`config.mk`:
```
export PLATFORM = sky130hd
export DESIGN_NAME = wdt_ctrl
export DESIGN_NICKNAME = d
export VERILOG_FILES = /design/src/rtl/wdt_pkg.sv /design/src/rtl/wdt_ctrl.sv
export SDC_FILE = /design/constraint.sdc
export NUM_CORES = 1
export LEC_CHECK = 0
export ABC_AREA = 1
export BUFFER_PORTS_ARGS = -buffer_cell sky130_fd_sc_hd__clkbuf_2
export CAP_MARGIN = 20
export CORE_AREA = 2 2 39 41
export CTS_CLUSTER_DIAMETER = 200
export DETAILED_ROUTE_END_ITERATION = 12
export DIE_AREA = 0 0 41 43
export SLEW_MARGIN = 10
export SYNTH_ARGS = -nofsm -noshare
export SYNTH_HDL_FRONTEND = slang
export SYNTH_SLANG_ARGS = --single-unit
```
`constraint.sdc`:
```
create_clock -name clk -period 1.4 [get_ports clk]
set_input_delay 0.21 -clock clk [delete_from_list [all_inputs] [get_ports clk]]
set_output_delay 0.21 -clock clk [all_outputs]
set_load 0.01 [all_outputs]
```
`src/rtl/wdt_pkg.sv`:
```
// ----------------------------------------------------------------------------
// wdt_pkg: shared types and constants for the weighted draw table
// field widths, operation and status codes, controller states and the
// command and status bundles between controller and datapath
// ----------------------------------------------------------------------------
package wdt_pkg;

  // field widths on the stream ports
  localparam int MODE_W      = 2;
  localparam int ID_W        = 32;
  localparam int WEIGHT_IN_W = 16;
  localparam int RAND_W      = 24;
  localparam int STATUS_W    = 2;
  localparam int TOTAL_OUT_W = 24;
  localparam int COUNT_OUT_W = 9;

  localparam int S_DATA_W = 72;
  localparam int S_USER_W = MODE_W;
  localparam int M_DATA_W = 72;
  localparam int M_USER_W = STATUS_W;
  localparam int M_PAD_W  = M_DATA_W - (ID_W + TOTAL_OUT_W + COUNT_OUT_W);

  // operation codes
  localparam logic [MODE_W-1:0] MODE_INSERT = 2'd0;
  localparam logic [MODE_W-1:0] MODE_REMOVE = 2'd1;
  localparam logic [MODE_W-1:0] MODE_DRAW   = 2'd2;

  // result status codes
  localparam logic [STATUS_W-1:0] STATUS_DONE = 2'd0;
  localparam logic [STATUS_W-1:0] STATUS_MISS = 2'd1;
  localparam logic [STATUS_W-1:0] STATUS_FULL = 2'd2;

  typedef enum logic [2:0] {
    ST_IDLE,
    ST_INSERT,
    ST_REM_SCAN,
    ST_REM_SHIFT,
    ST_DRAW_SCAN,
    ST_FINISH
  } wdt_state_t;

  typedef struct packed {
    logic                accept;
    logic                insert;
    logic                scan_start;
    logic                scan_step;
    logic                shift_start;
    logic                shift_step;
    logic                rem_commit;
    logic                res_we;
    logic [STATUS_W-1:0] res_status;
    logic                res_take_id;
    logic                out_load;
  } wdt_cmd_t;

  typedef struct packed {
    logic [MODE_W-1:0] in_mode;
    logic              full;
    logic              quick_miss;
    logic              id_hit;
    logic              range_hit;
    logic              scan_end;
    logic              out_free;
  } wdt_stat_t;

endpackage

```
`src/rtl/wdt_ctrl.sv`:
```
// ----------------------------------------------------------------------------
// wdt_ctrl: controller of the weighted draw table
// sequences insert, remove (search then slide) and draw scans
// ----------------------------------------------------------------------------
module wdt_ctrl
  import wdt_pkg::*;
(
  input  logic      clk,
  input  logic      rst,
  input  logic      s_tvalid,
  output logic      s_tready,
  input  wdt_stat_t stat,
  output wdt_cmd_t  cmd
);

  wdt_state_t state;
  wdt_state_t state_next;

  always_ff @(posedge clk) begin
    if (rst) begin
      state <= ST_IDLE;
    end else begin
      state <= state_next;
    end
  end

  always_comb begin
    state_next = state;
    cmd        = '0;
    s_tready   = 1'b0;
    case (state)
      ST_IDLE: begin
        s_tready = !rst;
        if (s_tvalid && !rst) begin
          cmd.accept = 1'b1;
          case (stat.in_mode)
            MODE_INSERT: begin
              state_next = ST_INSERT;
            end
            MODE_REMOVE: begin
              cmd.scan_start = 1'b1;
              state_next     = ST_REM_SCAN;
            end
            MODE_DRAW: begin
              cmd.scan_start = 1'b1;
              state_next     = ST_DRAW_SCAN;
            end
            default: begin
              cmd.res_we     = 1'b1;
              cmd.res_status = STATUS_DONE;
              state_next     = ST_FINISH;
            end
          endcase
        end
      end
      ST_INSERT: begin
        cmd.insert     = 1'b1;
        cmd.res_we     = 1'b1;
        cmd.res_status = stat.full ? STATUS_FULL : STATUS_DONE;
        state_next     = ST_FINISH;
      end
      ST_REM_SCAN: begin
        if (stat.id_hit) begin
          cmd.shift_start = 1'b1;
          state_next      = ST_REM_SHIFT;
        end else if (stat.scan_end) begin
          cmd.res_we     = 1'b1;
          cmd.res_status = STATUS_MISS;
          state_next     = ST_FINISH;
        end else begin
          cmd.scan_step = 1'b1;
        end
      end
      ST_REM_SHIFT: begin
        if (stat.scan_end) begin
          cmd.rem_commit = 1'b1;
          cmd.res_we     = 1'b1;
          cmd.res_status = STATUS_DONE;
          state_next     = ST_FINISH;
        end else begin
          cmd.shift_step = 1'b1;
        end
      end
      ST_DRAW_SCAN: begin
        if (stat.quick_miss || stat.scan_end) begin
          cmd.res_we     = 1'b1;
          cmd.res_status = STATUS_MISS;
          state_next     = ST_FINISH;
        end else if (stat.range_hit) begin
          cmd.res_we      = 1'b1;
          cmd.res_status  = STATUS_DONE;
          cmd.res_take_id = 1'b1;
          state_next      = ST_FINISH;
        end else begin
          cmd.scan_step = 1'b1;
        end
      end
      ST_FINISH: begin
        if (stat.out_free) begin
          cmd.out_load = 1'b1;
          state_next   = ST_IDLE;
        end
      end
      default: begin
        state_next = ST_IDLE;
      end
    endcase
  end

endmodule
```
==> summary.txt, run 1 <==
WS Path Type: flip-flop to output pin
First-pass GRT wire length: 1760 µm
Syn Area/Cell: 5.96 µm²
Top-area cell type share of the netlist area: 13.3%
Peak supply drop: 479 µV
Largest net degree at the start of global routing: 7
R2R Path Start: state[1]$_SDFFE_PP0P_
Yosys warns: 0
Syn Nets: 91
R2r worst-path depth: 10
Layout net count: 128
Num CTS Buffers: 3
Violated checks: setup timing
R2r setup slk: 0.08 ns
Crit path required time: 1.19 ns
Largest register FFs: 3
Slowest-stage cell, CP: dfxtp_2
Clk sink count: 3
Combinational power share: 62.6%
Startpoint types: flip-flop
CTS tree: done
Maximum fanout along the worst path: 4
Status: complete, but fails checks
Hold Vio Cnt, Final: 0
Arrival @ worst endpoint: 1.25 ns
Post-layout min period: 1.46 ns
Sw frac: 42.6%
Antenna viol nets, final: 0
Initial antenna violation count: 0
Overflow after GRT: 0
Worst-Skew Late Latency: 0.23 ns
Vias in the first global route: 496
Clock power frac: 19.9%
Clock root buffer: clkbuf_4
Hold_sp: rst
All-layer global routing usage: 13.8%
Switch Pwr: 0.315 mW
Final Util: 52.0%
Int Power: 0.424 mW
Bufs on Longest Clock Path: 2
Synth cell types: 21
Synth area leader: dfxtp_1
Worst path cell trace: buf_4 > nor2_2 > o211ai_1 > o2111ai_2 > buf_2
DR pass1 iterations: 4
Main area contributors after synthesis: dfxtp_1 (13%), nor2_1 (12%), inv_1 (12%)
Fmax: 683 MHz
Cell with the most instances after synthesis: nor2_1
CP Capture Type: output pin
Top flop regs: state x3
Asr flop ratio synth: 0%
Worst slew margin: 83.0%
I/O Buffers: 23
Vias per Instance: 4.52
Iter 0 DRT Violations: 4
Io pins: 24
Drt total wl: 1220 µm
Total of max-cap violations: 0
DPL Wire Length: 906 µm
Post-synth top cells: nor2_1 (15), inv_1 (14), nand2_1 (11)
Setup-failing EPs final: 4
Die area: 1760 µm²
Std cell rows: 14
DRC: 0
GP Congestion: 0.744
H-tree levels: 1
Reg-to-Reg End: state[0]$_SDFFE_PP0P_
Worst Skew: 0.00285 ns
Seq pwr share: 17.6%
Die X-Extent: 41 µm
Clock slew seen by the registers of the worst setup and hold paths: 0.04 ns
Core region area: 1380 µm²
Hold crit path type: input pin to flip-flop
Initial Util: 32.7%
Final setup margin: -0.0641 ns
Via count: 578
Sequential share of the synthesized area: 13.3%
Post-Syn Instances: 76
Slew of the pin with the lowest slew margin: 0.253 ns
# hold bufs at CTS: 0
Avg WL per Cell: 9.55 µm
Power per Cell Area: 1030 nW/µm²
Layout cells sized above 1: 53.6%
Die Ht: 43 µm
Mapped cell area: 453 µm²
EDFF count, synth: 0
FF+latch count, synth: 3
Overall power: 0.739 mW
Largest Register: state
Max incr delay on CP: 0.31 ns
WHS Path Cells: 2
Final period util: 105%
Hold Crit Endpoint: state[1]$_SDFFE_PP0P_
Leak: 0.434 nW
Filler cells: 134
Inserted Diodes: 0
Area growth from synthesis to layout: 58.8%
RSZ-0062 raised after global routing: yes
Ys flop type: dfxtp_1
Slew Limit Fails: 0
==> area by class of cell <==
class	instances	area [µm²]	area share (%)
sequential	3	66.3	9.22
timing repair buffer	33	194	27.0
multi-input combinational	54	343	47.7
clock buffer	4	26.3	3.65
tap	16	20.0	2.78
inverter	18	70.1	9.74
==> per-stage QoR <==
stage / TNS, ns / worst slack (ns) / area (µm²) / instances / hold WS [ns]
after global placement: 0 / 0.0626 / 584 / 115 / 0.439
after floorplan: 0 / 0.164 / 453 / 76 / 0.279
after detailed placement: 0 / 0.0371 / 584 / 115 / 0.444
final: -0.169 / -0.0641 / 719 / 128 / 0.198
after CTS: -0.155 / -0.0697 / 673 / 124 / 0.197
after global routing: -0.474 / -0.116 / 719 / 128 / 0.212
==> worst max path at each step <==
stage,startpoint,end,slack (ns),cells past startpoint
final,state[2]$_SDFFE_PP0P_,cmd[4],-0.06,5
after global routing,state[1]$_SDFFE_PP0P_,cmd[8],-0.12,5
after CTS,state[0]$_SDFFE_PP0P_,cmd[4],-0.07,6
after detailed placement,state[0]$_SDFFE_PP0P_,cmd[4],0.04,6
after global placement,state[0]$_SDFFE_PP0P_,cmd[4],0.06,6
after floorplan,state[0]$_SDFFE_PP0P_,cmd[4],0.16,6
==> routing by layer <==
layer  up-vias  part of all wire (%)  routed length [µm]  track usage (%)
li1        309                     -                   -                -
met1       250                    45                 553             16.7
met2        19                    49                 595             25.0
met3         0                   6.1                  74                0
met4         0                     0                   0             4.00
met5         -                     0                   0                0
==> power groups by stage <==
stage	registers (mW)	logic, mW	clock network (mW)
global placement	0.128	0.355	0
CTS	0.127	0.435	0.150
detailed placement	0.128	0.357	0
floorplan	0.118	0.270	0
finish	0.130	0.462	0.147
global route	0.133	0.509	0.153
==> cell families (layout without fill, tap and decap cells) <==
group	Yosys count	count (layout)	synth area share [%]
AO/OA/AOI/OAI	9	9	14.6
adder cells (fa/ha/maj)	4	4	11.1
buffers and inverters	19	55	17.4
flip-flops	3	3	13.3
AND/OR/NAND/NOR	41	41	43.6
==> cells in the final DEF, fill, tap and decap left out <==
cell type / instances
nor3_1: 1
nor2_2: 5
dfxtp_2: 2
nand4_1: 1
dfxtp_4: 1
o31ai_2: 1
a32o_1: 1
ha_1: 4
inv_4: 1
nand3_1: 3
o211ai_2: 1
buf_6: 1
nand2_1: 10
clkbuf_2: 18
a21oi_1: 3
clkbuf_4: 3
nand2_2: 3
o2111ai_2: 1
nand2_4: 1
inv_2: 4
inv_1: 13
nand3_2: 3
o211ai_1: 1
buf_2: 5
o21ai_0: 1
buf_4: 9
nor2_4: 1
nor2_1: 13
clkbuf_1: 1
==> repair_timing <==
action                     4_1_cts  5_1_grt
setup endpoints to repair        8        9
pin swaps                        2        2
gates resized for setup          9       10
setup buffers                    5        4
==> critical path, delay by kind of cell, from the launching register on <==
kind | cells | cell delay [ns]
flops | 1 | 0.31
buf+inv | 2 | 0.30
compound gates | 2 | 0.26
simple gates | 1 | 0.16
Power figures use the tool's default switching activity.
==> run 2, diff against run 1 <==
Settings changed: BUFFER_PORTS_ARGS -buffer_cell sky130_fd_sc_hd__clkbuf_2 to unset, CORE_AREA 2 2 39 41 to unset, CORE_ASPECT_RATIO set to 0.8, CORE_MARGIN set to 2, CORE_UTILIZATION set to 27, DIE_AREA 0 0 41 43 to unset, DONT_BUFFER_PORTS set to 1, GPL_ROUTABILITY_DRIVEN set to 0.
==> run 2 against run 1 <==
The flow still finishes with violations (setup timing). Clock skew up 0.0058 ns. Count of clock-buffer cells in the layout unchanged. Clock power up 7%. Die area up 15%. Final cell count down 13%. Critical path type unchanged. Highest routed layer unchanged.
==> summary.txt, run 2 (synthesis gave the netlist of run 1 again) <==
Status: complete, but fails checks
Violated checks: setup timing
# hold bufs at CTS: 0 (unchanged)
DPL Wire Length: 854 µm (-5.7%)
Via count: 494 (-15%)
Die area: 2020 µm² (+15%)
Io pins: 24 (unchanged)
Initial Util: 28.4% (-4.3 points)
Largest Register: state
Layout net count: 105 (-18%)
RSZ-0062 raised after global routing: yes
I/O Buffers: 0 (-100%)
Total of max-cap violations: 0 (unchanged)
Most frequent cells in the layout: inv_1 (13), nor2_1 (11), nand2_1 (10), buf_4 (10), inv_2 (5)
Setup-failing EPs final: 3 (-1)
Top flop regs: state x3
Crit path required time: 1.19 ns (about the same)
CP Capture Type: output pin
Leak: 0.336 nW (-23%)
Clock slew seen by the registers of the worst setup and hold paths: 0.04 ns (about the same)
Clock root buffer: clkbuf_4
Filler cells: 189 (+41%)
Avg WL per Cell: 10.8 µm (+13%)
Hold Vio Cnt, Final: 0 (unchanged)
Delay-heaviest family, CP: flip-flops
Bufs on Longest Clock Path: 2 (unchanged)
Slew of the pin with the lowest slew margin: 0.282 ns (+0.0283 ns)
Overflow after GRT: 0 (unchanged)
Clk sink count: 3 (unchanged)
Core region area: 1590 µm² (+15%)
CTS tree: done
Die X-Extent: 49.8 µm (+21%)
Inserted Diodes: 0 (unchanged)
WS Path Type: flip-flop to output pin
Power per Cell Area: 1080 nW/µm² (+4.9%)
Die Ht: 40.6 µm (-5.5%)
Drt total wl: 1200 µm (-1.7%)
Hold crit path type: input pin to flip-flop
Non-filler instance count after layout: 111 (-13%)
Vias in the first global route: 442 (-11%)
DRC: 0 (unchanged)
Worst slew margin: 81.1% (-1.9 points)
Largest net degree at the start of global routing: 9 (+2)
Max incr delay on CP: 0.38 ns (+0.07 ns)
Storage cell area: 71.3 µm² (+7.5%)
R2r setup slk: 0.15 ns (+0.07 ns)
Design Area, Final: 627 µm² (-13%)
Post-layout min period: 1.44 ns (-0.0273 ns)
Fmax: 696 MHz (+1.9%)
Antenna viol nets, final: 0 (unchanged)
Startpoint types: flip-flop
Slew Limit Fails: 0 (unchanged)
Vias per Instance: 4.45 (-1.4%)
Most common cell after layout, fill and taps aside: inv_1
First-pass GRT wire length: 1830 µm (+3.9%)
DR pass1 iterations: 4 (unchanged)
Largest register FFs: 3 (unchanged)
Std cell rows: 13 (-1)
Multi-input gate area: 359 µm² (+4.7%)
Arrival @ worst endpoint: 1.23 ns (-0.02 ns)
Maximum fanout along the worst path: 8 (+4)
Worst-Skew Late Latency: 0.24 ns (about the same)
Crit path buf inv count: 1 (-1)
Iter 0 DRT Violations: 1 (-3)
Num CTS Buffers: 3 (unchanged)
All-layer global routing usage: 12.1% (-1.8 points)
Worst path cell trace: nor2_4 > nand2_2 > buf_4 > o2111ai_2
Final period util: 103% (-1.9 points)
Post-DP Area: 492 µm² (-16%)
Layout cells sized above 1: 44.9% (-8.6 points)
Slowest-stage cell, CP: dfxtp_4
Area growth from synthesis to layout: 38.4%
H-tree levels: 1 (unchanged)
Worst Skew: 0.00861 ns (+0.00576 ns)
Peak supply drop: 395 µV (-17%)
Initial antenna violation count: 0 (unchanged)
Fin Setup TNS: -0.0646 ns (+0.104 ns)
Final setup margin: -0.0368 ns (+0.0273 ns)
Cells after DPL: 100 (-13%)
run 2: cell type report:
cell class                 instances  share of cell area (%)
clock buffer                       4                    4.19
inverter                          18                    10.8
multi-input combinational         54                    57.3
sequential                         3                    11.4
tap                               22                    4.39
timing repair buffer              10                    12.0
run 2: power breakdown:
group	total, mW	switching (mW)	leakage [nW]	internal [mW]
clock network	0.158	0.0508	0.0150	0.107
registers	0.139	0.0307	0.0267	0.108
logic	0.379	0.222	0.294	0.156
total	0.675	0.304	0.336	0.371
run 2: path summary, 6_finish.rpt:
path	from	to	cells past startpoint
worst max register to register	state[0]$_SDFFE_PP0P_	state[0]$_SDFFE_PP0P_	9
worst min-delay path	rst	state[0]$_SDFFE_PP0P_	1
worst min register to register	state[0]$_SDFFE_PP0P_	state[0]$_SDFFE_PP0P_	2
worst max-delay path	state[0]$_SDFFE_PP0P_	cmd[4]	4
run 2: through the flow:
stage / hold slack [ns] / power, mW / utilization [%] / setup slack (ns)
2_1_floorplan: 0.279 / 0.388 / - / 0.164
3_3_place_gp: 0.283 / 0.428 / 30.8 / 0.134
3_5_place_dp: 0.282 / 0.428 / 30.8 / 0.0760
4_1_cts: 0.0292 / 0.643 / 36.7 / -0.0150
5_1_grt: 0.0199 / 0.741 / 39.3 / -0.127
6_report: 0.0347 / 0.675 / 39.3 / -0.0368
run 2: per-layer routing:
layer	track usage (%)	vias to the layer above	wire length, µm	share of wire [%]
li1	-	262	-	-
met3	4.74	0	106	8.8
met2	23.0	21	571	48
met4	2.08	0	0	0
met5	0	-	0	0
met1	13.4	211	524	44
run 2: what timing repair did:
item,4_1_cts,5_1_grt
hold endpoints to repair,0,0
setup endpoints to repair,5,8
pin swaps,2,3
setup buffers,5,2
resized for setup,11,8
==> run 3, diff against run 2 <==
Settings changed: BUFFER_PORTS_ARGS set to -buffer_cell sky130_fd_sc_hd__clkbuf_2, DONT_BUFFER_PORTS 1 to unset, MAX_ROUTING_LAYER set to met4, SKIP_CTS_REPAIR_TIMING set to 1.
==> run 3 against run 2 <==
The flow still finishes with violations (setup timing). Wire length grew 1.6%. Setup slack got worse by 0.023 ns. Count of clock-buffer cells in the layout unchanged. Critical path type unchanged. Largest power group unchanged.
==> summary.txt, run 3 (synthesis gave the netlist of run 1 again) <==
All-layer global routing usage: 10.8% (-1.2 points)
Fmax: 685 MHz (-1.6%)
Vias in the first global route: 427 (-3.4%)
Core region area: 1590 µm² (unchanged)
Clk sink count: 3 (unchanged)
Inserted Diodes: 0 (unchanged)
Slew Limit Fails: 0 (unchanged)
Status: complete, but fails checks
H-tree levels: 1 (unchanged)
Arrival @ worst endpoint: 1.25 ns (+0.02 ns)
Hold Vio Cnt, Final: 0 (unchanged)
Leak: 0.427 nW (+27%)
I/O Buffers: 23 (+23)
Multi-input gate area: 339 µm² (-5.6%)
Worst hold slack: 0.209 ns (+0.175 ns)
Design Area, Final: 717 µm² (+14%)
Largest register FFs: 3 (unchanged)
R2r setup slk: 0.12 ns (-0.03 ns)
WHS Path Cells: 2 (+1)
Overflow after GRT: 0 (unchanged)
CTS tree: done
Crit path required time: 1.19 ns (about the same)
Final setup margin: -0.0596 ns (-0.0228 ns)
Worst slew margin: 83.6% (+2.4 points)
Violated checks: setup timing
Io pins: 24 (unchanged)
Power per Cell Area: 1010 nW/µm² (-6.1%)
Hold crit path type: input pin to flip-flop
DR pass1 iterations: 4 (unchanged)
Iter 0 DRT Violations: 7 (+6)
Layout net count: 127 (+21%)
Std cell rows: 13 (unchanged)
R2r worst-path depth: 9 (unchanged)
Worst-Skew Late Latency: 0.23 ns (about the same)
CP Capture Type: output pin
Post-DP Area: 592 µm² (+20%)
Top flop regs: state x3
RSZ-0062 raised after global routing: yes
Vias per Instance: 4.35 (-2.2%)
Clock slew seen by the registers of the worst setup and hold paths: 0.03 ns (about the same)
Num CTS Buffers: 3 (unchanged)
WS Path Type: flip-flop to output pin
DPL Wire Length: 927 µm (+8.5%)
Filler cells: 180 (-4.8%)
Maximum fanout along the worst path: 8 (unchanged)
Drt total wl: 1220 µm (+1.6%)
Final period util: 104% (+1.6 points)
DRC: 0 (unchanged)
Largest net degree at the start of global routing: 9 (unchanged)
Die X-Extent: 49.8 µm (unchanged)
Startpoint types: flip-flop
Bufs on Longest Clock Path: 2 (unchanged)
Slew of the pin with the lowest slew margin: 0.244 ns (-0.0378 ns)
Most frequent cells in the layout: clkbuf_2 (16), inv_1 (13), nor2_1 (13), nand2_1 (11), buf_4 (9)
Area growth from synthesis to layout: 58.3%
Setup-failing EPs final: 6 (+3)
Via count: 579 (+17%)
Storage cell area: 67.6 µm² (-5.3%)
Clock root buffer: clkbuf_4
Initial Util: 28.4% (unchanged)
Post-layout min period: 1.46 ns (+0.0228 ns)
Die Ht: 40.6 µm (unchanged)
Peak supply drop: 422 µV (+6.8%)
Worst Skew: 0.0000581 ns (-0.00855 ns)
Die area: 2020 µm² (unchanged)
Initial antenna violation count: 0 (unchanged)
Largest Register: state
Layout cells sized above 1: 49.5% (+4.6 points)
Avg WL per Cell: 9.18 µm (-15%)
Antenna viol nets, final: 0 (unchanged)
First-pass GRT wire length: 1640 µm (-11%)
Most common cell after layout, fill and taps aside: clkbuf_2
Total of max-cap violations: 0 (unchanged)
-- run 3: cell count changes in the layout (fill, tap and decap cells not counted), moves of 2 or more --
cell and change:
buf_2 +6, clkbuf_2 +16, nand2_2 -2, nor2_1 +2
-- run 3: final cells by class --
cell class / count / share of cell area [%]
multi-input cells: 54 / 47.3
repair buffers: 32 / 26.4
flip-flops and latches: 3 / 9.42
inverters: 18 / 9.42
well taps: 22 / 3.84
clock buffers: 4 / 3.66
-- run 3: report_power, final --
group          internal (mW)  switching [mW]  leakage [nW]
Clock                  0.107          0.0401        0.0150
Combinational          0.204           0.242         0.386
Sequential             0.105          0.0274        0.0260
-- run 3: metrics by stage --
| stage | worst slack (ns) | utilization, % | std cells | TNS (ns) | power (mW) |
|---|---|---|---|---|---|
| 5_1_grt | -0.157 | 45.0 | 133 | -0.666 | 0.794 |
| 3_3_place_gp | 0.0535 | 37.1 | 121 | 0 | 0.483 |
| 4_1_cts | -0.188 | 38.8 | 125 | -0.628 | 0.636 |
| 6_report | -0.0596 | 45.0 | 133 | -0.159 | 0.725 |
| 3_5_place_dp | 0.0590 | 37.1 | 121 | 0 | 0.483 |
| 2_1_floorplan | 0.164 | - | 76 | 0 | 0.388 |
-- run 3: final timing paths --
check | from | endpoint
setup / recovery | state[0]$_SDFFE_PP0P_ | cmd[8]
setup reg to reg | state[0]$_SDFFE_PP0P_ | state[0]$_SDFFE_PP0P_
hold / removal | rst | state[1]$_SDFFE_PP0P_
hold reg to reg | state[0]$_SDFFE_PP0P_ | state[0]$_SDFFE_PP0P_
-- run 3: layer usage --
| metal | vias up | global-route usage (%) | share of wire (%) |
|---|---|---|---|
| li1 | 306 | - | - |
| met1 | 251 | 14.3 | 45 |
| met2 | 22 | 17.0 | 47 |
| met3 | 0 | 2.92 | 7.5 |
| met4 | 0 | 2.08 | 0 |
| met5 | - | - | 0 |
-- run 3: critical path, stage by stage, from the launching register on --
cell	delay [ns]
dfxtp_4	0.37
nor2_4	0.18
nand2_2	0.10
inv_2	0.08
nand2_2	0.07
o31ai_2	0.07
buf_2	0.17
